File: src/sv/akns_pkg.sv
package akns_pkg;

    localparam int CFG_IDX_W = 3;
    localparam int CFG_DAT_W = 17;
    localparam int OUT_W     = 40;

    localparam logic [CFG_IDX_W-1:0] CFG_RAW_MIN  = 3'd0;
    localparam logic [CFG_IDX_W-1:0] CFG_RAW_MAX  = 3'd1;
    localparam logic [CFG_IDX_W-1:0] CFG_INVERT   = 3'd2;
    localparam logic [CFG_IDX_W-1:0] CFG_ALPHA    = 3'd3;
    localparam logic [CFG_IDX_W-1:0] CFG_DEADBAND = 3'd4;

    localparam logic [16:0] ALPHA_ONE  = 17'd65536;
    localparam logic [15:0] FULL_SCALE = 16'hFFFF;

    typedef struct packed {
        logic [15:0] raw_min;
        logic [15:0] raw_max;
        logic        invert;
        logic [16:0] alpha;
        logic [15:0] deadband;
    } t_cfg;

endpackage

File: src/sv/akns_cfg.sv
module akns_cfg
    import akns_pkg::*;
(
    input  logic                 i_clk,
    input  logic                 i_rst_n,
    input  logic                 i_cfg_valid,
    input  logic [CFG_IDX_W-1:0] i_cfg_index,
    input  logic [CFG_DAT_W-1:0] i_cfg_data,
    output t_cfg                 o_cfg
);

    t_cfg r_cfg;

    always_ff @(posedge i_clk) begin
        if (!i_rst_n) begin
            r_cfg.raw_min  <= '0;
            r_cfg.raw_max  <= FULL_SCALE;
            r_cfg.invert   <= 1'b0;
            r_cfg.alpha    <= ALPHA_ONE;
            r_cfg.deadband <= '0;
        end else if (i_cfg_valid) begin
            case (i_cfg_index)
                CFG_RAW_MIN:  r_cfg.raw_min  <= i_cfg_data[15:0];
                CFG_RAW_MAX:  r_cfg.raw_max  <= i_cfg_data[15:0];
                CFG_INVERT:   r_cfg.invert   <= i_cfg_data[0];
                CFG_ALPHA:    r_cfg.alpha    <= i_cfg_data[16:0];
                CFG_DEADBAND: r_cfg.deadband <= i_cfg_data[15:0];
                default: begin
                end
            endcase
        end
    end

    assign o_cfg = r_cfg;

endmodule

File: src/sv/akns_div.sv
module akns_div (
    input  logic        i_clk,
    input  logic        i_rst_n,
    input  logic        i_start,
    input  logic [31:0] i_num,
    input  logic [16:0] i_den,
    output logic        o_done,
    output logic [15:0] o_quot
);

    // quotient known to fit 16 bits: numerator < den * 2^16
    logic        r_busy;
    logic        r_done;
    logic [3:0]  r_cnt;
    logic [16:0] r_rem;
    logic [15:0] r_lo;
    logic [16:0] r_den;
    logic [15:0] r_quot;

    logic [17:0] w_shift;
    logic [17:0] w_trial;
    logic        w_fit;

    assign w_shift = {r_rem, r_lo[15]};
    assign w_trial = w_shift - {1'b0, r_den};
    assign w_fit   = !w_trial[17];

    always_ff @(posedge i_clk) begin
        if (!i_rst_n) begin
            r_busy <= 1'b0;
            r_done <= 1'b0;
            r_cnt  <= '0;
        end else begin
            r_done <= 1'b0;
            if (i_start) begin
                r_busy <= 1'b1;
                r_cnt  <= '0;
            end else if (r_busy) begin
                r_cnt <= r_cnt + 4'd1;
                if (r_cnt == 4'd15) begin
                    r_busy <= 1'b0;
                    r_done <= 1'b1;
                end
            end
        end
    end

    always_ff @(posedge i_clk) begin
        if (i_start) begin
            r_rem <= {1'b0, i_num[31:16]};
            r_lo  <= i_num[15:0];
            r_den <= i_den;
        end else if (r_busy) begin
            r_rem  <= w_fit ? w_trial[16:0] : w_shift[16:0];
            r_lo   <= {r_lo[14:0], 1'b0};
            r_quot <= {r_quot[14:0], w_fit};
        end
    end

    assign o_done = r_done;
    assign o_quot = r_quot;

endmodule

File: src/sv/adc_knob_normalize_smooth_unit.sv
// Knob normaliser: each transaction on s_axis carries one raw ADC sample, which is clamped
// to the calibrated travel, scaled to a 16-bit fraction by a 16-step restoring divider,
// optionally inverted and then smoothed with one 17x18 multiply and a deadband test (a
// command sample or the first after reset sets the level directly). The block is busy from
// acceptance, through the divider's one-bit-per-cycle loop, until its result is loaded into
// the m_axis output register, and takes no new sample before then. Config writes are
// accepted outside reset and should only be issued while the block is idle.
module adc_knob_normalize_smooth_unit
    import akns_pkg::*;
#(
    parameter int ADC_BITS = 16
) (
    input  logic                 i_clk,
    input  logic                 i_rst_n,
    input  logic                 s_axis_tvalid,
    output logic                 s_axis_tready,
    input  logic [15:0]          s_axis_tdata,   // [15:0] sample
    input  logic                 s_axis_tuser,   // [0] command
    output logic                 m_axis_tvalid,
    input  logic                 m_axis_tready,
    // [0] below_range, [1] above_range, [17:2] level, [34:18] bipolar_level,
    // [35] changed, [39:36] zero
    output logic [OUT_W-1:0]     m_axis_tdata,
    input  logic                 i_cfg_valid,
    output logic                 o_cfg_ready,
    input  logic [CFG_IDX_W-1:0] i_cfg_index,
    input  logic [CFG_DAT_W-1:0] i_cfg_data
);

    localparam logic [2:0] S_IDLE = 3'd0;
    localparam logic [2:0] S_PREP = 3'd1;
    localparam logic [2:0] S_DIV  = 3'd2;
    localparam logic [2:0] S_MUL  = 3'd3;
    localparam logic [2:0] S_UPD  = 3'd4;

    localparam logic [31:0] MASK32 = 32'((64'd1 << ADC_BITS) - 64'd1);
    localparam logic [15:0] MASK   = MASK32[15:0];

    t_cfg w_cfg;

    logic [2:0]         r_state;
    logic               r_started;
    logic [15:0]        r_level;
    logic               r_cmd;
    logic [15:0]        r_raw;
    logic               r_below;
    logic               r_above;
    logic [15:0]        r_target;
    logic signed [34:0] r_prod;
    logic               r_m_valid;
    logic [OUT_W-1:0]   r_m_data;

    logic [15:0] w_lo;
    logic [16:0] w_hi;
    logic [15:0] w_clamp;
    logic [15:0] w_ofs;
    logic [31:0] w_num;
    logic [16:0] w_den;
    logic        w_div_start;
    logic        w_div_done;
    logic [15:0] w_quot;

    logic [16:0]        w_alpha;
    logic signed [16:0] w_diff;
    logic signed [17:0] w_alpha_s;
    logic signed [17:0] w_step;
    logic [17:0]        w_mag;
    logic signed [17:0] w_sum;
    logic [15:0]        w_upd_level;
    logic               w_upd_changed;
    logic               w_reinit;
    logic [15:0]        w_new_level;
    logic               w_new_changed;
    logic               w_out_free;
    logic [16:0]        w_bipolar;

    akns_cfg u_cfg (
        .i_clk       (i_clk),
        .i_rst_n     (i_rst_n),
        .i_cfg_valid (i_cfg_valid),
        .i_cfg_index (i_cfg_index),
        .i_cfg_data  (i_cfg_data),
        .o_cfg       (w_cfg)
    );

    // clamp and scale operands
    assign w_lo    = w_cfg.raw_min;
    assign w_hi    = (w_cfg.raw_max > w_lo) ? {1'b0, w_cfg.raw_max} : {1'b0, w_lo} + 17'd1;
    assign w_clamp = (r_raw < w_lo) ? w_lo :
                     (({1'b0, r_raw} > w_hi) ? w_hi[15:0] : r_raw);
    assign w_ofs   = w_clamp - w_lo;
    assign w_num   = {w_ofs, 16'd0} - {16'd0, w_ofs};
    assign w_den   = w_hi - {1'b0, w_lo};

    assign w_div_start = (r_state == S_PREP);

    akns_div u_div (
        .i_clk   (i_clk),
        .i_rst_n (i_rst_n),
        .i_start (w_div_start),
        .i_num   (w_num),
        .i_den   (w_den),
        .o_done  (w_div_done),
        .o_quot  (w_quot)
    );

    // smoothing
    assign w_alpha   = (w_cfg.alpha > ALPHA_ONE) ? ALPHA_ONE : w_cfg.alpha;
    assign w_diff    = $signed({1'b0, r_target}) - $signed({1'b0, r_level});
    assign w_alpha_s = $signed({1'b0, w_alpha});
    assign w_step    = r_prod[33:16];
    assign w_mag     = w_step[17] ? 18'(-w_step) : 18'(w_step);
    assign w_upd_changed = w_mag >= {2'b00, w_cfg.deadband};
    assign w_sum     = $signed({2'b00, r_level}) + w_step;
    assign w_upd_level = w_sum[17] ? 16'd0 : (w_sum[16] ? FULL_SCALE : w_sum[15:0]);

    assign w_reinit      = r_cmd || !r_started;
    assign w_new_level   = w_reinit ? r_target :
                           (w_upd_changed ? w_upd_level : r_level);
    assign w_new_changed = !w_reinit && w_upd_changed;
    assign w_bipolar     = {w_new_level, 1'b0} - {1'b0, FULL_SCALE};

    assign w_out_free = !r_m_valid || m_axis_tready;

    always_ff @(posedge i_clk) begin
        if (!i_rst_n) begin
            r_state   <= S_IDLE;
            r_started <= 1'b0;
            r_level   <= '0;
            r_m_valid <= 1'b0;
        end else begin
            if (r_state == S_UPD && w_out_free) begin
                r_m_valid <= 1'b1;
            end else if (m_axis_tready) begin
                r_m_valid <= 1'b0;
            end
            case (r_state)
                S_IDLE: begin
                    if (s_axis_tvalid) begin
                        r_state <= S_PREP;
                    end
                end
                S_PREP: begin
                    r_state <= S_DIV;
                end
                S_DIV: begin
                    if (w_div_done) begin
                        r_state <= S_MUL;
                    end
                end
                S_MUL: begin
                    r_state <= S_UPD;
                end
                S_UPD: begin
                    if (w_out_free) begin
                        r_started <= 1'b1;
                        r_level   <= w_new_level;
                        r_state   <= S_IDLE;
                    end
                end
                default: begin
                    r_state <= S_IDLE;
                end
            endcase
        end
    end

    always_ff @(posedge i_clk) begin
        if (r_state == S_IDLE && s_axis_tvalid) begin
            r_cmd <= s_axis_tuser;
            r_raw <= s_axis_tdata & MASK;
        end
        if (r_state == S_PREP) begin
            r_below <= r_raw < w_cfg.raw_min;
            r_above <= r_raw > w_cfg.raw_max;
        end
        if (r_state == S_DIV && w_div_done) begin
            r_target <= w_cfg.invert ? FULL_SCALE - w_quot : w_quot;
        end
        if (r_state == S_MUL) begin
            r_prod <= 35'(w_diff) * 35'(w_alpha_s);
        end
        if (r_state == S_UPD && w_out_free) begin
            r_m_data <= {4'd0, w_new_changed, w_bipolar, w_new_level, r_above, r_below};
        end
    end

    assign s_axis_tready = (r_state == S_IDLE) && i_rst_n;
    assign m_axis_tvalid = r_m_valid;
    assign m_axis_tdata  = r_m_data;
    assign o_cfg_ready   = i_rst_n;

endmodule

File: config.mk
export PLATFORM = sky130hd
export DESIGN_NAME = adc_knob_normalize_smooth_unit
export DESIGN_NICKNAME = d
export VERILOG_FILES = /design/src/sv/akns_pkg.sv /design/src/sv/akns_cfg.sv /design/src/sv/akns_div.sv /design/src/sv/adc_knob_normalize_smooth_unit.sv
export SDC_FILE = /design/constraint.sdc
export NUM_CORES = 1
export LEC_CHECK = 0
export BUFFER_PORTS_ARGS = -buffer_cell sky130_fd_sc_hd__buf_4
export CELL_PAD_IN_SITES_DETAIL_PLACEMENT = 1
export CELL_PAD_IN_SITES_GLOBAL_PLACEMENT = 2
export CORE_MARGIN = 4
export CORE_UTILIZATION = 40
export CTS_BUF_LIST = sky130_fd_sc_hd__clkbuf_8
export DETAILED_ROUTE_END_ITERATION = 8
export GPL_TIMING_DRIVEN = 0
export HOLD_SLACK_MARGIN = 0.15
export PLACE_DENSITY = 0.8
export SYNTH_ARGS = -nofsm -noshare
export SYNTH_HDL_FRONTEND = slang
export SYNTH_SLANG_ARGS = --single-unit
File: constraint.sdc
create_clock -name i_clk -period 15.4 [get_ports i_clk]
set_clock_uncertainty 0.05 [all_clocks]
set_input_delay 3.08 -clock i_clk [delete_from_list [all_inputs] [get_ports i_clk]]
set_output_delay 3.08 -clock i_clk [all_outputs]
set_load 0.05 [all_outputs]
==> metrics, run 1 <==
status complete, no violations; drt wl/cell 22.7 µm; Worst-Skew Late Latency 0.62 ns; minimum clock period 10.64 ns; pwr/cell area 77.1 mW/mm²; Row Count 92; Post-synth ARST share 0; CTS H-Tree Depth 2; Clock Root Buffer clkbuf_8; register area 0.00603 mm²; # resized after CTS 0; number of synthesized flops with an enable pin 138; crit path kind register to register; clock network power share 0.274; gpl congestion 0.904; Worst Path Required 15.69 ns; nets 3614; final setup vio count 0; worst vdd ir 0.0619 mV; first-pass GRT wire length 139000 µm; multi-input logic area 0.0177 mm²; clock tree buffer depth 3; most frequent cells in the layout inv_1 (411), nand2_1 (392), ha_1 (282); CTS sink cnt 232; Port Buffer Count 78; pin count of the biggest net entering global routing 33; mapped cell area 0.0258 mm²; total wire length 89600 µm; Final Core Density 0.447; Detail Route Antenna Nets 0; crit-path max FO 10; final hold vios 0; slowest stage cell, crit path o41ai_1; First DRT Iteration DRCs 1245; clock-pin slew on the worst setup and hold paths 0.06 ns; internal power 1.33 mW; Die Area 0.0687 mm²; chip height 262 µm; Top FF cell, synth edfxtp_1; max_slew headroom 0.0373; GR Overflow Total 0; vias per cell 5.56; GRT Overall Usage 0.263; min-delay worst type register to register; Post-CTS Hold Fix Bufs 0; number of max-slew violations in the final report 0; die width 262 µm; setup bufs post-CTS 0; vias in the first global route 23800; RSZ-0062 raised after global routing false; CP Launch Type register; synthesis-stage register bit count 232; DR vias 21900; ratio of cells with drive above 1 in the final layout 0.0714; Seq/Total Area, Yosys 0.233; Syn Inst Count 2932; total core area 0.0634 mm²; Fillers 7451; Pre-antenna DRT Iters 5; I/O pins 85; Unique masters post-synth 93; P&R area growth vs syn 9.89%; DRC 0; crit path DAT 10.93 ns; CP peak stage delay 0.66 ns; Slew @ Worst Pin 1.43 ns; combinational share of power 0.381; syn avg cell area 8.80 µm²; P_sw 0.857 mW; max cap viols 0; Initial Util 0.407; switch share 0.392; Num CTS Buffers 42; synth warn 0; fin crit share 0.691; Leakage 12.8 nW; commonest non-fill, non-tap cell in the layout inv_1; critical path endpoint category register; Detailed Place HPWL 73700 µm; setup TNS 0 ns; Seq pwr share 0.345; CTS tree done; Fmax achieved 94.0 MHz; Worst path most repeated cell fa_1; initial antenna violation count 1
kinds of logic after synthesis:
family / Yosys count / synth area share
muxes: 26 / 0.0107
adders and majority gates: 510 / 0.313
AOI/OAI and AO/OA: 550 / 0.145
DFF: 232 / 0.233
buffers and inverters: 537 / 0.0816
other: 2 / 0.000291
xor gates and xnor gates: 135 / 0.0471
and+or+nand+nor: 940 / 0.169
per-layer routing:
layer | vias up | routed length [µm] | track usage
li1 | 10200 | - | -
met1 | 11000 | 41000 | 0.360
met2 | 524 | 41000 | 0.426
met3 | 152 | 4160 | 0.0370
met4 | 0 | 3380 | 0.0937
met5 | - | 0 | 0
worst max-delay path, delay by kind of cell (launching register included):
kind,cells,cell delay [ns]
mux,1,0.26
compound gates,12,3.21
fa+ha+maj,8,3.93
flops,1,0.36
simple gates,7,1.46
buf+inv,6,1.07
power by group through the flow:
stage / combinational [mW] / sequential, mW / clock, mW
final: 0.833 / 0.756 / 0.599
after floorplan: 0.570 / 0.756 / 0
after detailed placement: 0.822 / 0.769 / 0
after global placement: 0.796 / 0.768 / 0
after CTS: 0.831 / 0.756 / 0.616
after global routing: 0.926 / 0.759 / 0.645
final cells by class:
| type | count | area share |
|---|---|---|
| diodes | 2 | 0.000176 |
| plain buffers | 135 | 0.0212 |
| clock buffers | 47 | 0.0228 |
| clock inverters | 31 | 0.00613 |
| inverters | 402 | 0.0532 |
| multi-input cells | 2166 | 0.625 |
| flip-flops and latches | 232 | 0.212 |
| well taps | 846 | 0.0373 |
| repair buffers | 83 | 0.0220 |
path summary, 6_finish.rpt:
path | start | to | slack [ns] | cells past startpoint
hold / removal | r_above | m_axis_tdata[1] | 0.40 | 0
setup / recovery | r_level[1] | r_prod[28] | 4.76 | 34
setup reg to reg | r_level[1] | r_prod[28] | 4.76 | 34
hold reg to reg | r_above | m_axis_tdata[1] | 0.40 | 0
flip-flops by register name (all words and copies together) (netlist names), 3 cells and up:
register / cells
u_cfg.o_cfg: 66
m_axis_tdata: 20
r_prod: 18
u_div.r_den: 17
u_div.r_rem: 17
r_level: 16
r_raw: 16
r_target: 16
u_div.o_quot: 16
u_div.r_lo: 16
u_div.r_cnt: 4
r_state: 3
stage by stage:
| step | total power, mW | instances | area [µm²] | hold WS, ns | setup slack, ns |
|---|---|---|---|---|---|
| 4_1_cts | 2.20 | 3940 | 28300 | 0.401 | 4.78 |
| 3_3_place_gp | 1.56 | 3859 | 27500 | 0.353 | 4.95 |
| 6_report | 2.19 | 3944 | 28400 | 0.398 | 4.76 |
| 2_1_floorplan | 1.33 | 2935 | 25800 | 0.350 | 6.64 |
| 5_1_grt | 2.33 | 3942 | 28400 | 0.419 | 4.11 |
| 3_5_place_dp | 1.59 | 3862 | 27500 | 0.387 | 4.81 |
Yosys cell counts, drive strengths merged, types with 7 or more instances:
| master | count | share of area |
|---|---|---|
| o41ai | 8 | 0.0027 |
| a311oi | 12 | 0.0041 |
| nand2b | 25 | 0.0063 |
| and3 | 44 | 0.011 |
| nor4 | 15 | 0.0039 |
| and2 | 40 | 0.0097 |
| o21bai | 7 | 0.0020 |
| xor2 | 52 | 0.018 |
| a31o | 10 | 0.0034 |
| nand2 | 393 | 0.057 |
| a21boi | 56 | 0.016 |
| clkbuf | 104 | 0.015 |
| nor3 | 61 | 0.012 |
| a21oi | 105 | 0.021 |
| nand4 | 29 | 0.0070 |
| o21a | 25 | 0.0073 |
| o211ai | 36 | 0.011 |
| xnor2 | 83 | 0.029 |
| inv | 401 | 0.058 |
| dfxtp | 94 | 0.073 |
| or2 | 11 | 0.0027 |
| a21o | 33 | 0.0096 |
| o311ai | 8 | 0.0027 |
| a211oi | 27 | 0.0080 |
| mux2i | 20 | 0.0078 |
| or4 | 7 | 0.0020 |
| fa | 228 | 0.18 |
| nand3 | 43 | 0.0083 |
| nor2b | 26 | 0.0063 |
| or3 | 18 | 0.0046 |
| edfxtp | 138 | 0.16 |
| o21ai | 112 | 0.022 |
| o31ai | 30 | 0.0089 |
| ha | 282 | 0.14 |
| buf | 31 | 0.0080 |
| nor2 | 204 | 0.030 |
| a31oi | 37 | 0.0095 |
Note: power is estimated with default switching activity, not from simulation.
==> inputs of run 2 (changes only) <==
- clock period: 15.4 -> 10.6 ns (I/O delays scaled with it)
==> run 2 against run 1 <==
Net effect:
- sequential share of layout area is essentially flat
- cell area grew 0.15%
- utilization grew 0.069 points
- clock power grew 45%
- critical path depth shrank 3
- die area is the same
- non-clock buffer count shrank 1
- combinational power grew 45%
- critical path type unchanged
- largest cell class unchanged
==> metrics, run 2 (synthesis gave the netlist of run 1 again) <==
CTS sink cnt 232 (unchanged); first-pass GRT wire length 139000 µm (about the same); CTS H-Tree Depth 2 (unchanged); Detailed Place HPWL 73700 µm (unchanged); critical path endpoint category register; GRT Overall Usage 0.263 (about the same); GR Overflow Total 0 (unchanged); Worst R2R Setup Slack 0.51 ns (-4.25 ns); Min-Delay Endpoint m_axis_tdata[1]; status complete, no violations; setup bufs post-CTS 0 (unchanged); CTS tree done; pwr/cell area 112 mW/mm² (+45%); gpl congestion 0.904 (unchanged); hold path depth 0 (unchanged); clock tree buffer depth 3 (unchanged); CP peak stage delay 0.80 ns (+0.14 ns); R2R Path Start r_target[0]; First DRT Iteration DRCs 1244 (-0.080%); max_slew headroom 0.0322 (-0.00518); max cap viols 0 (unchanged); I/O pins 85 (unchanged); Die Area 0.0687 mm² (unchanged); max reg flops 66 (unchanged); DRC 0 (unchanged); pre-CTS setup slack 0.0139 ns (-4.80 ns); RR Endpoint r_prod[27]; RSZ-0062 raised after global routing false; fin crit share 0.952 (+0.261); r2r worst-path depth 31 (-8.8%); Worst path most repeated cell fa_1; CP Launch Type register; Worst Path Required 10.89 ns (-4.80 ns); Initial Util 0.407 (unchanged); Pre-antenna DRT Iters 5 (unchanged); final worst-path setup slack 0.508 ns (-4.25 ns); total wire length 89600 µm (about the same); commonest non-fill, non-tap cell in the layout inv_1; clock-pin slew on the worst setup and hold paths 0.06 ns (about the same); crit path kind register to register; Detail Route Antenna Nets 0 (unchanged); final hold vios 0 (unchanged); Clock Root Buffer clkbuf_8; vias in the first global route 23700 (-0.0042%); crit-path max FO 10 (unchanged); ratio of cells with drive above 1 in the final layout 0.0746 (+0.00325); drt wl/cell 22.7 µm (about the same); Row Count 92 (unchanged); die width 262 µm (unchanged); number of max-slew violations in the final report 0 (unchanged); slowest stage cell, crit path xor2_1; Num CTS Buffers 42 (unchanged); Post-CTS Hold Fix Bufs 0 (unchanged); P&R area growth vs syn 10.1%; total core area 0.0634 mm² (unchanged); chip height 262 µm (unchanged); Fillers 7448 (-0.040%); Port Buffer Count 78 (unchanged); minimum clock period 10.09 ns (-0.545 ns); Worst-Skew Late Latency 0.62 ns (about the same); Leakage 12.8 nW (+0.24%); hold wc startpoint r_above; min-delay worst type register to register; # resized after CTS 1 (+1); nets 3613 (-0.028%); Fmax achieved 99.1 MHz (+5.4%); worst vdd ir 0.0902 mV (+46%); final setup vio count 0 (unchanged); vias per cell 5.56 (about the same); crit path DAT 10.38 ns (-0.55 ns); initial antenna violation count 1 (unchanged); setup TNS 0 ns (unchanged); Slew @ Worst Pin 1.44 ns (+0.00771 ns); DR vias 21900 (-0.068%); pin count of the biggest net entering global routing 33 (unchanged); most frequent cells in the layout inv_1 (411), nand2_1 (392), ha_1 (282)
[run 2: cell types whose count changed in the layout (fill, tap and decap cells not counted), moves of 3 or more]
cell / change
clkbuf_1: -4
clkbuf_2: +3
o41ai_1: -3
o41ai_2: +3
[run 2: area by class of cell]
type	count	area (µm²)	area share
clock buffer	47	647	0.0228
tap	846	1060	0.0373
multi-input combinational	2166	17800	0.625
antenna	1	2.50	0.0000881
sequential	232	6030	0.212
inverter	402	1510	0.0531
buffer	134	601	0.0211
clock inverter	31	174	0.00612
timing repair buffer	83	623	0.0219
[run 2: critical path, delay by kind of cell (launching register included)]
family / cells / cell delay, ns
buffers and inverters: 5 / 0.80
adder cells (fa/ha/maj): 9 / 4.16
XOR/XNOR: 2 / 0.89
AND/OR/NAND/NOR: 5 / 0.81
flip-flops: 1 / 0.37
AO/OA/AOI/OAI: 10 / 2.73
[run 2: per-stage QoR]
| stage | instances | power (mW) | cell area (µm²) | util | hold slack (ns) |
|---|---|---|---|---|---|
| 2_1_floorplan | 2935 | 1.93 | 25800 | - | 0.350 |
| 3_3_place_gp | 3859 | 2.27 | 27500 | 0.433 | 0.353 |
| 3_5_place_dp | 3862 | 2.31 | 27500 | 0.434 | 0.387 |
| 4_1_cts | 3940 | 3.20 | 28300 | 0.447 | 0.401 |
| 5_1_grt | 3941 | 3.39 | 28400 | 0.448 | 0.419 |
| 6_report | 3942 | 3.18 | 28400 | 0.448 | 0.398 |
[run 2: worst max path at each step]
| stage | startpoint | to | slack, ns | depth (start not counted) |
|---|---|---|---|---|
| floorplan | r_target[0] | r_prod[28] | 1.84 | 34 |
| global placement | r_level[1] | r_prod[28] | 0.15 | 34 |
| detailed placement | r_target[0] | r_prod[28] | 0.01 | 34 |
| finish | r_target[0] | r_prod[27] | 0.51 | 31 |
| global route | r_target[0] | r_prod[28] | 0.01 | 33 |
| CTS | r_target[0] | r_prod[28] | 0.10 | 34 |
[run 2: report_power, final]
group	internal (mW)	leakage, nW	switching [mW]
clock network	0.437	0.467	0.434
registers	1.05	2.03	0.0457
logic	0.446	10.3	0.768
total	1.94	12.8	1.25
[run 2: metal layers]
layer | up-vias | part of all wire | wire length, µm | GRT usage
met3 | 162 | 0.049 | 4360 | 0.0370
met5 | - | 0 | 0 | 0
li1 | 10200 | - | - | -
met4 | 0 | 0.039 | 3530 | 0.0937
met1 | 11000 | 0.45 | 40700 | 0.360
met2 | 518 | 0.46 | 40900 | 0.426
